--- src/rtl/uart_command_line_responder_unit_assert.svh ---
// assertion macros shared by the responder rtl
`ifndef UART_COMMAND_LINE_RESPONDER_UNIT_ASSERT_SVH
`define UART_COMMAND_LINE_RESPONDER_UNIT_ASSERT_SVH
`ifndef ASSERT_OFF
`define UCLR_ASSERT(lbl, prop, msg) \
  lbl: assert property (@(posedge clk_i) disable iff (!rst_ni) prop) else $error(msg);
`define UCLR_ASSERT_ALWAYS(lbl, prop, msg) \
  lbl: assert property (@(posedge clk_i) prop) else $error(msg);
`else
`define UCLR_ASSERT(lbl, prop, msg)
`define UCLR_ASSERT_ALWAYS(lbl, prop, msg)
`endif
`endif

--- src/rtl/ucl_pkg.sv ---
// shared types, constants and message text of the command line responder
package ucl_pkg;

  // only the first bytes of a line take part in parsing
  localparam int unsigned PARSE_LEN = 5;
  localparam int unsigned CNT_W     = $clog2(PARSE_LEN + 1);
  localparam int unsigned IDX_W     = $clog2(PARSE_LEN);

  localparam int unsigned FIFO_DEPTH = 2;
  localparam int unsigned FIFO_AW    = $clog2(FIFO_DEPTH);
  localparam int unsigned FIFO_CW    = $clog2(FIFO_DEPTH + 1);

  localparam int unsigned SAMPLE_W = 12;

  localparam logic [7:0] CHR_STAR  = 8'h2A;
  localparam logic [7:0] CHR_CR    = 8'h0D;
  localparam logic [7:0] CHR_BANG  = 8'h21;
  localparam logic [7:0] CHR_QUERY = 8'h3F;
  localparam logic [7:0] CHR_EQUAL = 8'h3D;
  localparam logic [7:0] CHR_ZERO  = 8'h30;

  localparam logic [23:0] NAME_CUR = "CUR";
  localparam logic [23:0] NAME_VLT = "VLT";
  localparam logic [23:0] NAME_STS = "STS";

  localparam logic [127:0] TXT_INVALID = "Invalid command\n";
  localparam logic [127:0] TXT_NOBANG  = "No '!' Detected\n";
  localparam logic [127:0] TXT_VCMD    = "Voltage Command\n";
  localparam logic [127:0] TXT_CREQ    = "Current Request\n";
  localparam logic [127:0] TXT_SREQ    = {8'h00, "Status Request\n"};
  localparam logic [127:0] TXT_VLT     = {88'h0, "!VLT="};

  // index of the first decimal digit in the voltage reply
  localparam logic [3:0] VLT_DIGIT0 = 4'd5;

  typedef enum logic [2:0] {
    M_INVALID,
    M_NOBANG,
    M_VCMD,
    M_CREQ,
    M_SREQ,
    M_VLT
  } msg_e;

  typedef struct packed {
    msg_e                  msg;
    logic                  then_inv;
    logic [SAMPLE_W-1:0]   sample;
  } desc_t;

  // index of the final byte of a message, digits included
  function automatic logic [3:0] msg_top(msg_e m);
    logic [3:0] t;
    unique case (m)
      M_SREQ:  t = 4'd14;
      M_VLT:   t = 4'd8;
      default: t = 4'd15;
    endcase
    return t;
  endfunction

  // fixed text byte of a message, first character at idx zero
  function automatic logic [7:0] msg_char(msg_e m, logic [3:0] idx);
    logic [127:0] txt;
    logic [3:0]   top;
    logic [3:0]   pos;
    unique case (m)
      M_NOBANG: begin txt = TXT_NOBANG; top = 4'd15; end
      M_VCMD:   begin txt = TXT_VCMD;   top = 4'd15; end
      M_CREQ:   begin txt = TXT_CREQ;   top = 4'd15; end
      M_SREQ:   begin txt = TXT_SREQ;   top = 4'd14; end
      M_VLT:    begin txt = TXT_VLT;    top = 4'd4;  end
      default:  begin txt = TXT_INVALID; top = 4'd15; end
    endcase
    pos = 4'(top - idx);
    return txt[{pos, 3'b000} +: 8];
  endfunction

endpackage

--- src/rtl/ucl_front.sv ---
// front end: line collection, sample capture and line classification
module ucl_front (
  input  logic                           clk_i,
  input  logic                           rst_ni,
  input  logic                           in_valid_i,
  output logic                           in_stall_o,
  input  logic                           kind_i,
  input  logic [7:0]                     rx_byte_i,
  input  logic [ucl_pkg::SAMPLE_W-1:0]   adc_sample_i,
  input  logic                           fifo_full_i,
  output logic                           push_o,
  output ucl_pkg::desc_t                 desc_o
);

  logic [7:0]                   line_q [ucl_pkg::PARSE_LEN];
  logic [ucl_pkg::CNT_W-1:0]    cnt_q;
  logic [ucl_pkg::SAMPLE_W-1:0] sample_q;
  logic                         accept;
  logic                         is_term;
  logic                         name_cur;
  logic                         name_vlt;
  logic                         name_sts;
  logic                         is_req;
  logic                         type_ok;

  assign in_stall_o = fifo_full_i;
  assign accept     = in_valid_i && !in_stall_o;
  assign is_term    = !kind_i && (rx_byte_i == ucl_pkg::CHR_STAR || rx_byte_i == ucl_pkg::CHR_CR);
  assign push_o     = accept && is_term;

  assign name_cur = {line_q[1], line_q[2], line_q[3]} == ucl_pkg::NAME_CUR;
  assign name_vlt = {line_q[1], line_q[2], line_q[3]} == ucl_pkg::NAME_VLT;
  assign name_sts = {line_q[1], line_q[2], line_q[3]} == ucl_pkg::NAME_STS;
  assign is_req   = line_q[4] == ucl_pkg::CHR_QUERY;
  assign type_ok  = is_req || line_q[4] == ucl_pkg::CHR_EQUAL;

  always_comb begin
    desc_o.sample   = sample_q;
    desc_o.then_inv = 1'b0;
    desc_o.msg      = ucl_pkg::M_INVALID;
    if (line_q[0] != ucl_pkg::CHR_BANG) begin
      desc_o.msg = ucl_pkg::M_NOBANG;
    end else if (type_ok) begin
      case (line_q[1])
        "C": begin
          desc_o.msg      = ucl_pkg::M_CREQ;
          desc_o.then_inv = !name_cur;
        end
        "V": begin
          if (name_vlt) begin
            desc_o.msg = is_req ? ucl_pkg::M_VLT : ucl_pkg::M_VCMD;
          end
        end
        "S": begin
          desc_o.msg      = ucl_pkg::M_SREQ;
          desc_o.then_inv = !name_sts;
        end
        default: desc_o.msg = ucl_pkg::M_INVALID;
      endcase
    end
  end

  always_ff @(posedge clk_i or negedge rst_ni) begin
    if (!rst_ni) begin
      cnt_q    <= '0;
      sample_q <= '0;
      for (int i = 0; i < int'(ucl_pkg::PARSE_LEN); i++) begin
        line_q[i] <= '0;
      end
    end else if (accept) begin
      if (kind_i) begin
        sample_q <= adc_sample_i;
      end else if (is_term) begin
        cnt_q <= '0;
        for (int i = 0; i < int'(ucl_pkg::PARSE_LEN); i++) begin
          line_q[i] <= '0;
        end
      end else if (cnt_q < ucl_pkg::CNT_W'(ucl_pkg::PARSE_LEN)) begin
        // bytes past the parsed prefix never influence a reply
        line_q[cnt_q[ucl_pkg::IDX_W-1:0]] <= rx_byte_i;
        cnt_q <= cnt_q + 1'b1;
      end
    end
  end

  `include "uart_command_line_responder_unit_assert.svh"

  `UCLR_ASSERT(a_cnt_range, cnt_q <= ucl_pkg::CNT_W'(ucl_pkg::PARSE_LEN), "line count overrun")

endmodule

--- src/rtl/ucl_fifo.sv ---
// two-entry descriptor queue between front and back
module ucl_fifo (
  input  logic           clk_i,
  input  logic           rst_ni,
  input  logic           push_i,
  input  ucl_pkg::desc_t wdata_i,
  input  logic           pop_i,
  output ucl_pkg::desc_t rdata_o,
  output logic           full_o,
  output logic           empty_o
);

  ucl_pkg::desc_t                 mem_q [ucl_pkg::FIFO_DEPTH];
  logic [ucl_pkg::FIFO_AW-1:0]    wr_q;
  logic [ucl_pkg::FIFO_AW-1:0]    rd_q;
  logic [ucl_pkg::FIFO_CW-1:0]    cnt_q;
  logic                           do_push;
  logic                           do_pop;

  assign full_o  = cnt_q == ucl_pkg::FIFO_CW'(ucl_pkg::FIFO_DEPTH);
  assign empty_o = cnt_q == '0;
  assign do_push = push_i && !full_o;
  assign do_pop  = pop_i && !empty_o;
  assign rdata_o = mem_q[rd_q];

  always_ff @(posedge clk_i) begin
    if (do_push) begin
      mem_q[wr_q] <= wdata_i;
    end
  end

  always_ff @(posedge clk_i or negedge rst_ni) begin
    if (!rst_ni) begin
      wr_q  <= '0;
      rd_q  <= '0;
      cnt_q <= '0;
    end else begin
      if (do_push) begin
        wr_q <= wr_q + 1'b1;
      end
      if (do_pop) begin
        rd_q <= rd_q + 1'b1;
      end
      if (do_push && !do_pop) begin
        cnt_q <= cnt_q + 1'b1;
      end else if (do_pop && !do_push) begin
        cnt_q <= cnt_q - 1'b1;
      end
    end
  end

  `include "uart_command_line_responder_unit_assert.svh"

  `UCLR_ASSERT(a_cnt_bound, cnt_q <= ucl_pkg::FIFO_CW'(ucl_pkg::FIFO_DEPTH), "queue count overflow")
  `UCLR_ASSERT(a_ptr_match, (empty_o || full_o) |-> (wr_q == rd_q), "queue pointers disagree with count")

endmodule

--- src/rtl/ucl_back.sv ---
// back end: reply sequencer, decimal digits and output register
module ucl_back (
  input  logic           clk_i,
  input  logic           rst_ni,
  input  logic           fifo_empty_i,
  input  ucl_pkg::desc_t desc_i,
  output logic           pop_o,
  output logic           out_valid_o,
  input  logic           out_stall_i,
  output logic [7:0]     tx_byte_o,
  output logic           last_o
);

  logic                         busy_q;
  ucl_pkg::msg_e                msg_q;
  logic                         then_inv_q;
  logic [3:0]                   idx_q;
  logic [ucl_pkg::SAMPLE_W-1:0] rem_q;
  logic                         out_valid_q;
  logic [7:0]                   tx_q;
  logic                         last_q;

  logic                         adv;
  logic                         is_digit;
  logic                         end_msg;
  logic [9:0]                   pwr;
  logic [3:0]                   digit;
  logic [13:0]                  dprod;
  logic [7:0]                   next_byte;

  assign adv      = !out_valid_q || !out_stall_i;
  assign pop_o    = !busy_q && !fifo_empty_i;
  assign is_digit = msg_q == ucl_pkg::M_VLT && idx_q >= ucl_pkg::VLT_DIGIT0;
  assign end_msg  = idx_q == ucl_pkg::msg_top(msg_q);

  always_comb begin
    case (idx_q)
      4'd5:    pwr = 10'd1000;
      4'd6:    pwr = 10'd100;
      4'd7:    pwr = 10'd10;
      default: pwr = 10'd1;
    endcase
  end

  // one decimal digit per emitted digit byte, picked by compares against multiples
  always_comb begin
    digit = '0;
    for (int k = 1; k <= 9; k++) begin
      if ({2'b00, rem_q} >= 14'(k) * {4'b0000, pwr}) begin
        digit = 4'(k);
      end
    end
    dprod = {10'd0, digit} * {4'b0000, pwr};
  end

  assign next_byte = is_digit ? (ucl_pkg::CHR_ZERO + {4'b0000, digit})
                              : ucl_pkg::msg_char(msg_q, idx_q);

  always_ff @(posedge clk_i or negedge rst_ni) begin
    if (!rst_ni) begin
      busy_q      <= 1'b0;
      msg_q       <= ucl_pkg::M_INVALID;
      then_inv_q  <= 1'b0;
      idx_q       <= '0;
      rem_q       <= '0;
      out_valid_q <= 1'b0;
      tx_q        <= '0;
      last_q      <= 1'b0;
    end else begin
      if (adv) begin
        out_valid_q <= busy_q;
        if (busy_q) begin
          tx_q   <= next_byte;
          last_q <= end_msg && !then_inv_q;
          if (is_digit) begin
            rem_q <= rem_q - dprod[ucl_pkg::SAMPLE_W-1:0];
          end
          if (end_msg) begin
            if (then_inv_q) begin
              // mismatched name: fixed text is followed by the invalid message
              msg_q      <= ucl_pkg::M_INVALID;
              then_inv_q <= 1'b0;
              idx_q      <= '0;
            end else begin
              busy_q <= 1'b0;
            end
          end else begin
            idx_q <= idx_q + 1'b1;
          end
        end
      end
      if (pop_o) begin
        busy_q     <= 1'b1;
        msg_q      <= desc_i.msg;
        then_inv_q <= desc_i.then_inv;
        rem_q      <= desc_i.sample;
        idx_q      <= '0;
      end
    end
  end

  assign out_valid_o = out_valid_q;
  assign tx_byte_o   = tx_q;
  assign last_o      = last_q;

  `include "uart_command_line_responder_unit_assert.svh"

  `UCLR_ASSERT(a_idx_bound, busy_q |-> (idx_q <= ucl_pkg::msg_top(msg_q)), "reply index past message end")
  `UCLR_ASSERT(a_inv_src, (busy_q && then_inv_q) |-> (msg_q == ucl_pkg::M_CREQ || msg_q == ucl_pkg::M_SREQ), "trailing invalid text on wrong message")

endmodule

--- src/rtl/uart_command_line_responder_unit.sv ---
// top level of the uart command line responder
//
// input channel (in_valid_i / in_stall_o): one word per item; kind_i = 0 carries a
// received character in rx_byte_i, kind_i = 1 a new converter reading in adc_sample_i.
// characters build a line; '*' or carriage return ends it and queues one reply.
// output channel (out_valid_o / out_stall_i): reply characters in tx_byte_o, one word
// each, last_o high on the final character of a reply (at most 32 characters).
// the first reply word passes the reply queue, the sequencer and the output register.
// input words are taken one per cycle while the two-entry reply queue has room; the
// reply sequencer sends one word per cycle while out_stall_i is low, and loads the
// next queue entry only once the current reply ends, leaving a gap between replies.
// the queue fills only when terminators outrun the sequencer; then in_stall_o rises.
// when the receiver stalls, the output word holds and the sequencer waits with it,
// while the front keeps collecting until the queue is full.
// reset: the line store, line count and latest sample clear to zero, the queue empties
// and no output word is valid.
module uart_command_line_responder_unit (
  input  logic                         clk_i,
  input  logic                         rst_ni,
  input  logic                         in_valid_i,
  output logic                         in_stall_o,
  input  logic                         kind_i,
  input  logic [7:0]                   rx_byte_i,
  input  logic [ucl_pkg::SAMPLE_W-1:0] adc_sample_i,
  output logic                         out_valid_o,
  input  logic                         out_stall_i,
  output logic [7:0]                   tx_byte_o,
  output logic                         last_o
);

  logic           push;
  logic           pop;
  logic           fifo_full;
  logic           fifo_empty;
  ucl_pkg::desc_t wdesc;
  ucl_pkg::desc_t rdesc;

  ucl_front u_front (
    .clk_i        (clk_i),
    .rst_ni       (rst_ni),
    .in_valid_i   (in_valid_i),
    .in_stall_o   (in_stall_o),
    .kind_i       (kind_i),
    .rx_byte_i    (rx_byte_i),
    .adc_sample_i (adc_sample_i),
    .fifo_full_i  (fifo_full),
    .push_o       (push),
    .desc_o       (wdesc)
  );

  ucl_fifo u_fifo (
    .clk_i   (clk_i),
    .rst_ni  (rst_ni),
    .push_i  (push),
    .wdata_i (wdesc),
    .pop_i   (pop),
    .rdata_o (rdesc),
    .full_o  (fifo_full),
    .empty_o (fifo_empty)
  );

  ucl_back u_back (
    .clk_i        (clk_i),
    .rst_ni       (rst_ni),
    .fifo_empty_i (fifo_empty),
    .desc_i       (rdesc),
    .pop_o        (pop),
    .out_valid_o  (out_valid_o),
    .out_stall_i  (out_stall_i),
    .tx_byte_o    (tx_byte_o),
    .last_o       (last_o)
  );

endmodule
--- config.mk ---
export PLATFORM = sky130hd
export DESIGN_NAME = uart_command_line_responder_unit
export DESIGN_NICKNAME = d
export VERILOG_FILES = /design/src/rtl/ucl_pkg.sv /design/src/rtl/ucl_front.sv /design/src/rtl/ucl_fifo.sv /design/src/rtl/ucl_back.sv /design/src/rtl/uart_command_line_responder_unit.sv
export VERILOG_INCLUDE_DIRS = /design/src /design/src/rtl
export SDC_FILE = /design/constraint.sdc
export NUM_CORES = 1
export LEC_CHECK = 0
export ABC_CLOCK_PERIOD_IN_PS = 7900
export BUFFER_PORTS_ARGS = -buffer_cell sky130_fd_sc_hd__buf_2
export CAP_MARGIN = 20
export CORE_MARGIN = 5
export CORE_UTILIZATION = 60
export CTS_BUF_LIST = sky130_fd_sc_hd__clkbuf_4 sky130_fd_sc_hd__clkbuf_8
export DETAILED_ROUTE_END_ITERATION = 10
export PLACE_DENSITY = 0.78
export SYNTH_ARGS = -nofsm -noshare
export SYNTH_HDL_FRONTEND = slang
export SYNTH_SLANG_ARGS = --single-unit
--- constraint.sdc ---
create_clock -name clk_i -period 7.9 [get_ports clk_i]
set_clock_uncertainty 0.05 [all_clocks]
set_input_delay 1.975 -clock clk_i [delete_from_list [all_inputs] [get_ports clk_i]]
set_output_delay 1.975 -clock clk_i [all_outputs]
set_load 0.005 [all_outputs]
==> results.py, run 1 <==
metrics = {
    "run_status": {
        "status": "finished, final reports clean",
    },
    "global_route": {
        "grt_remaining_overflow": 0,
        "track_usage_pct": 24.5,
        "antenna_found_initial": 0,
        "grt_pass1_wl_mm": 39.5,
        "grt_pass1_vias": 7980,
        "grt_max_degree": 88,
    },
    "synth": {
        "yosysMostFrequentCell": "ha_1",
        "yosysTopAreaCell": "dfrtp_1",
        "synth_cells": 1083,
        "ys_types": 82,
        "synth_common_cells": "ha_1 (116), nand2_1 (99), dfrtp_1 (89), inv_1 (84), nor2_1 (73)",
        "synthTopCellsByArea": "dfrtp_1 (22%), ha_1 (15%), edfxtp_1 (9.6%)",
        "synth-seq-cells": 121,
        "async_reset_ff_share_pct": 73.6,
        "netlist_area_um2": 9970,
        "syn_avg_cell_area_um2": 9.21,
        "ys_warn_count": 0,
        "synth-edff-count": 32,
        "synth_ff_type": "dfrtp_1",
        "synth_top_area_share_pct": 22.3,
        "ys_seq_area_share_pct": 32.0,
    },
    "route": {
        "ant_nets": 0,
        "drt_wl_total_mm": 23.7,
        "vias": 8331,
        "drc": 0,
        "via_per_inst": 6.18,
        "drt-wirelength-per-cell_um": 17.6,
        "drt_iter0_drc": 795,
        "dr.pass1.iters": 6,
    },
    "place": {
        "place.gp.congestion": 0.957,
        "place_inst": 1313,
        "hpwl_mm": 17.6,
        "port_buffers": 34,
    },
    "timing": {
        "fmax_mhz": 137,
        "timing.setup.tns_ns": 0,
        "finalCritPeriodShare_pct": 92.5,
        "setup_violations": 0,
        "rsz0062_at_grt": "no",
        "maxSlewViolCount": 0,
        "max_slew_margin_pct": 29.0,
        "fin_crit_ns": 7.31,
        "hold_viol": 0,
        "worst_slew_pin_slew_ns": 1.06,
    },
    "floorplanning": {
        "chipHeight_um": 139,
        "core_um2": 16500,
        "start_util_pct": 60.5,
        "dieWidth_um": 139,
        "num_rows": 47,
        "die-area_um2": 19300,
        "ios": 36,
    },
    "worst_setup_path": {
        "cp_top_family": "adder cells",
        "worstSetupEndpointType": "register",
        "crit_type": "reg2reg",
        "worstPathArrival_ns": 7.54,
        "worst-path-buf-inv": 7,
        "crit_required_ns": 8.14,
        "slowest_stage": "fa_1",
        "cpPeakStageDelay_ns": 0.56,
        "critPathMaxFanout": 11,
        "start_kind": "register",
    },
    "cts": {
        "clk_pin_slew_worst_paths_ns": 0.08,
        "insertion_delay_ns": 0.42,
        "ctsHoldBuffers": 0,
        "clockBufferDepth": 2,
        "cts_root_buf": "clkbuf_8",
        "cts_tree": "yes",
        "h-tree-depth": 4,
        "clock_sinks": 121,
        "cts_buffers": 17,
    },
    "finish": {
        "drive_gt1_share_pct": 11.2,
        "nets": 1284,
        "syn2layout_area_growth_pct": 8.50,
        "final_cells": 1349,
        "antenna_cells": 0,
    },
    "run": {
        "cap_violations": 0,
    },
    "worst_hold_path": {
        "hp-class": "reg2reg",
    },
}
==> timing repair <==
item,4_1_cts,5_1_grt
setup endpoints to repair,0,5
setup buffers,0,2
resized for setup,0,3
==> final timing paths <==
kind | startpoint | endpoint | slack (ns) | depth (start not counted)
hold reg to reg | u_front.sample_q[9]$_DFFE_PN0P_ | u_fifo.mem_q[0][9]$_DFFE_PP_ | 0.42 | 0
min in group asynchronous | rst_ni | u_back.tx_byte_o[4]$_DFFE_PN0P_ | 1.28 | 1
setup reg to reg | u_back.idx_q[1]$_DFFE_PN0P_ | u_back.rem_q[11]$_DFFE_PN0P_ | 0.59 | 35
max in group asynchronous | rst_ni | u_fifo.wr_q$_DFFE_PN0P_ | 5.70 | 3
setup / recovery | u_back.idx_q[1]$_DFFE_PN0P_ | u_back.rem_q[11]$_DFFE_PN0P_ | 0.59 | 35
hold / removal | u_front.sample_q[9]$_DFFE_PN0P_ | u_fifo.mem_q[0][9]$_DFFE_PP_ | 0.42 | 0
==> through the flow <==
step | util, % | worst slack (ns) | hold slack [ns] | area (µm²)
final | 65.7 | 0.592 | 0.420 | 10800
after global routing | 65.7 | 0.0252 | 0.443 | 10800
after CTS | 65.3 | 0.481 | 0.424 | 10800
after detailed placement | 62.8 | 0.523 | 0.408 | 10300
after global placement | 62.8 | 0.748 | 0.397 | 10300
after floorplan | - | 0.591 | 0.387 | 9980
==> cell type report <==
cell class                      count  area, µm²
Fill cell                        1359       5650
Clock inverter                     13        169
Tap cell                          220        275
Sequential cell                   121       3190
Timing Repair Buffer               52        325
Clock buffer                       19        249
Multi-Input combinational cell    836       6280
Inverter                           88        330
==> kinds of logic after synthesis <==
logic type / Yosys count / synth area share (%)
adders and majority gates: 145 / 20.2
buffers and inverters: 129 / 5.28
and+or+nand+nor: 329 / 16.5
AOI/OAI and AO/OA: 285 / 19.1
muxes: 29 / 3.07
other: 2 / 0.0753
xor gates and xnor gates: 43 / 3.85
DFF: 121 / 32.0
==> routing by layer <==
| layer | wire, µm | vias up | GRT usage (%) |
|---|---|---|---|
| met5 | 0 | - | 0 |
| met1 | 10200 | 3962 | 33.6 |
| met3 | 1600 | 52 | 3.72 |
| met4 | 543 | 0 | 7.67 |
| met2 | 11300 | 334 | 40.3 |
| li1 | - | 3983 | - |
==> flip-flops by register name, summed over array words and instances, names as in the netlist <==
| name | cells |
|---|---|
| u_fifo.cnt_q | 2 |
| u_front.sample_q | 12 |
| u_back.last_o | 1 |
| u_back.tx_byte_o | 7 |
| u_front.cnt_q | 3 |
| u_back.busy_q | 1 |
| u_back.then_inv_q | 1 |
| u_front.line_q | 40 |
| u_back.msg_q | 3 |
| u_back.idx_q | 4 |
| u_fifo.wr_q | 1 |
| u_back.out_valid_o | 1 |
| u_fifo.mem_q | 32 |
| u_back.rem_q | 12 |
| u_fifo.rd_q | 1 |
==> placed cells by master, fill, tap and decap left out, types with 32 or more instances in the layout <==
cell      instances
ha_1            115
nand2_1          99
dfrtp_1          88
inv_1            84
nor2_1           73
o21ai_0          70
a21oi_1          66
buf_2            34
edfxtp_1         32
==> worst register-to-register path, delay by kind of cell, from the launching register on <==
| family | cells | cell delay [ns] |
|---|---|---|
| fa+ha+maj | 7 | 2.67 |
| compound gates | 10 | 1.63 |
| simple gates | 10 | 1.36 |
| buf+inv | 7 | 0.91 |
| flops | 1 | 0.45 |
| xor+xnor | 1 | 0.09 |
Power of run 1 is not shown: default switching activity piles up to over one toggle a cycle in this logic, so the estimate is an artifact.
==> inputs of run 2 (changes only) <==
--- a/config.mk
+++ b/config.mk
@@ -6,6 +6,7 @@
 export SDC_FILE = /design/constraint.sdc
 export NUM_CORES = 1
 export LEC_CHECK = 0
+export ABC_AREA = 1
 export ABC_CLOCK_PERIOD_IN_PS = 7900
 export BUFFER_PORTS_ARGS = -buffer_cell sky130_fd_sc_hd__buf_2
 export CAP_MARGIN = 20
==> run 2 against run 1 <==
Net effect: register-to-register slack worse by 0.21 ns; critical endpoint is now u_back.rem_q[10]$_DFFE_PN0P_; core utilization grew 0.76 points; first-iteration DRC count shrank 4.3%.
==> results.py, run 2 <==
metrics = {
    "run_status": {
        "status": "finished, final reports clean",
    },
    "worst_setup_path": {
        "cpMostUsedCell": "nand2_1",
        "crit_type": "reg2reg",
        "crit_required_ns": 8.20,
        "startpoint": "u_back.idx_q[1]$_DFFE_PN0P_",
        "cp_num_cells": 43,
        "worstPathArrival_ns": 7.81,
        "slowest_stage": "fa_1",
        "worst-path-buf-inv": 6,
        "cpPeakStageDelay_ns": 0.53,
        "reg2reg_slack_ns": 0.38,
        "rr_worst_depth": 43,
        "endpoint": "u_back.rem_q[10]$_DFFE_PN0P_",
        "critPathMaxFanout": 6,
        "worstSetupEndpointType": "register",
        "r2r_end": "u_back.rem_q[10]$_DFFE_PN0P_",
        "reg2reg_from": "u_back.idx_q[1]$_DFFE_PN0P_",
        "start_kind": "register",
        "cp_top_family": "adder cells",
    },
    "cts": {
        "cts_tree": "yes",
        "insertion_delay_ns": 0.44,
        "cts_buffers": 17,
        "clock_sinks": 121,
        "ctsHoldBuffers": 0,
        "clk_pin_slew_worst_paths_ns": 0.08,
        "cts_root_buf": "clkbuf_8",
        "h-tree-depth": 4,
        "clockBufferDepth": 2,
    },
    "synth": {
        "async_reset_ff_share_pct": 73.6,
        "yosysMostFrequentCell": "nand2_1",
        "ys_warn_count": 0,
        "synthTopCellsByArea": "dfrtp_1 (22%), ha_1 (15%), edfxtp_1 (9.6%)",
        "ys_types": 59,
        "synth_cells": 1231,
        "ys_seq_area_share_pct": 32.0,
        "netlist_area_um2": 9970,
        "synth_ff_type": "dfrtp_1",
        "yosysTopAreaCell": "dfrtp_1",
        "synth-seq-cells": 121,
        "syn_avg_cell_area_um2": 8.10,
        "synth_top_area_share_pct": 22.3,
        "synth-edff-count": 32,
        "synth_common_cells": "nand2_1 (210), inv_1 (179), ha_1 (116), nor2_1 (98), dfrtp_1 (89)",
    },
    "power": {
        "p_int_mw": 2.39,
        "power_switching_mw": 2.54,
        "finalPower_mw": 4.93,
        "swShare_pct": 51.5,
        "power_frac_clock_pct": 10.8,
        "vdd_drop_max_v": 0.000318,
        "sequentialPowerShare_pct": 22.5,
        "combPwrFrac_pct": 66.7,
        "p_per_area_nw_per_um2": 451,
        "leakage_nw": 5.30,
    },
    "route": {
        "dr.pass1.iters": 7,
        "drt_iter0_drc": 761,
        "vias": 8715,
        "drt-wirelength-per-cell_um": 16.5,
        "ant_nets": 0,
        "via_per_inst": 5.76,
        "drt_wl_total_mm": 24.9,
        "drc": 0,
    },
    "finish": {
        "largest_register_ffs": 40,
        "reg.largest.list": "u_front.line_q (40), u_fifo.mem_q (32)",
        "drive_gt1_share_pct": 13.1,
        "nFillCells": 1374,
        "syn2layout_area_growth_pct": 9.76,
        "multiInputGateArea_um2": 6020,
        "final_cells": 1514,
        "nets": 1449,
        "final_common_cell": "nand2_1",
        "final_cell_mix": "nand2_1 (209), inv_1 (177), ha_1 (112)",
        "seq_area_um2": 3190,
        "final_cell_area_um2": 10900,
        "antenna_cells": 0,
        "largest-register": "u_front.line_q",
    },
    "global_route": {
        "track_usage_pct": 26.1,
        "grt_max_degree": 52,
        "grt_pass1_wl_mm": 41.5,
        "grt_remaining_overflow": 0,
        "antenna_found_initial": 0,
        "grt_pass1_vias": 8457,
    },
    "floorplanning": {
        "die-area_um2": 19300,
        "dieWidth_um": 139,
        "num_rows": 47,
        "core_um2": 16500,
        "start_util_pct": 60.5,
        "chipHeight_um": 139,
        "ios": 36,
    },
    "worst_hold_path": {
        "hold_path_startpoint": "u_front.sample_q[2]$_DFFE_PN0P_",
        "hp-class": "reg2reg",
    },
    "timing": {
        "whs_ns": 0.426,
        "max_slew_margin_pct": 55.0,
        "fmax_mhz": 133,
        "hold_viol": 0,
        "finalCritPeriodShare_pct": 95.1,
        "fin_crit_ns": 7.52,
        "maxSlewViolCount": 0,
        "timing.setup.tns_ns": 0,
        "worst_slew_pin_slew_ns": 0.674,
        "setup_violations": 0,
    },
    "place": {
        "place_inst": 1479,
        "hpwl_mm": 18.7,
        "post_dp_cell_area_um2": 10400,
        "port_buffers": 34,
        "place.gp.congestion": 0.998,
    },
    "run": {
        "cap_violations": 0,
    },
}
run 2: what timing repair did:
| item | in CTS | in global routing |
|---|---|---|
| setup buffers | 0 | 3 |
| gates resized for setup | 0 | 25 |
| setup endpoints to repair | 0 | 7 |
run 2: area by class of cell:
type / instances / area share, %
multi-input combinational: 889 / 55.0
sequential: 121 / 29.2
inverter: 198 / 6.84
timing repair buffer: 54 / 2.95
tap: 220 / 2.52
clock buffer: 18 / 2.21
clock inverter: 14 / 1.29
run 2: how the worst min path moves through the flow:
| stage | to | depth (start not counted) |
|---|---|---|
| final | u_fifo.mem_q[1][2]$_DFFE_PP_ | 0 |
| after global routing | u_fifo.mem_q[1][9]$_DFFE_PP_ | 0 |
| after CTS | u_fifo.mem_q[1][2]$_DFFE_PP_ | 0 |
| after detailed placement | u_fifo.mem_q[1][2]$_DFFE_PP_ | 0 |
| after global placement | u_fifo.mem_q[0][7]$_DFFE_PP_ | 0 |
| after floorplan | u_fifo.mem_q[0][0]$_DFFE_PP_ | 0 |
run 2: cells by family after synthesis:
| kind of cell | Yosys count | synth area share, % |
|---|---|---|
| compound gates | 244 | 14.3 |
| xor+xnor | 38 | 3.41 |
| fa+ha+maj | 143 | 20.0 |
| buf+inv | 224 | 8.69 |
| flops | 121 | 32.0 |
| mux | 12 | 1.36 |
| other cells | 2 | 0.0753 |
| simple gates | 447 | 20.2 |
run 2: power groups by stage:
stage	clock network (mW)	logic, mW	registers, mW
finish	0.533	3.29	1.11
floorplan	0	2.44	1.01
detailed placement	0	3.12	1.11
global route	0.576	3.71	1.13
global placement	0	3.05	1.10
CTS	0.542	3.15	1.10
run 2: metrics by stage:
step | setup WS (ns) | util (%)
after floorplan | 0.0899 | -
after global placement | 0.371 | 63.4
after detailed placement | 0.0962 | 63.4
after CTS | 0.0294 | 65.7
after global routing | -0.143 | 66.5
final | 0.384 | 66.5
run 2: routing by layer:
metal	GRT usage (%)	part of all wire [%]	vias to the layer above
met5	0	0	-
met4	7.42	2.2	0
met3	3.72	5.7	53
met2	43.3	48	267
met1	35.9	44	4154
li1	-	-	4241
run 2: worst reg2reg max path, delay by kind of cell (launching register included):
kind,cells,cell delay (ns)
adder cells (fa/ha/maj),8,2.77
XOR/XNOR,1,0.13
flip-flops,1,0.43
AND/OR/NAND/NOR,18,2.06
buffers and inverters,6,0.50
AO/OA/AOI/OAI,10,1.50
No activity file was read; power rests on OpenSTA's default activity.
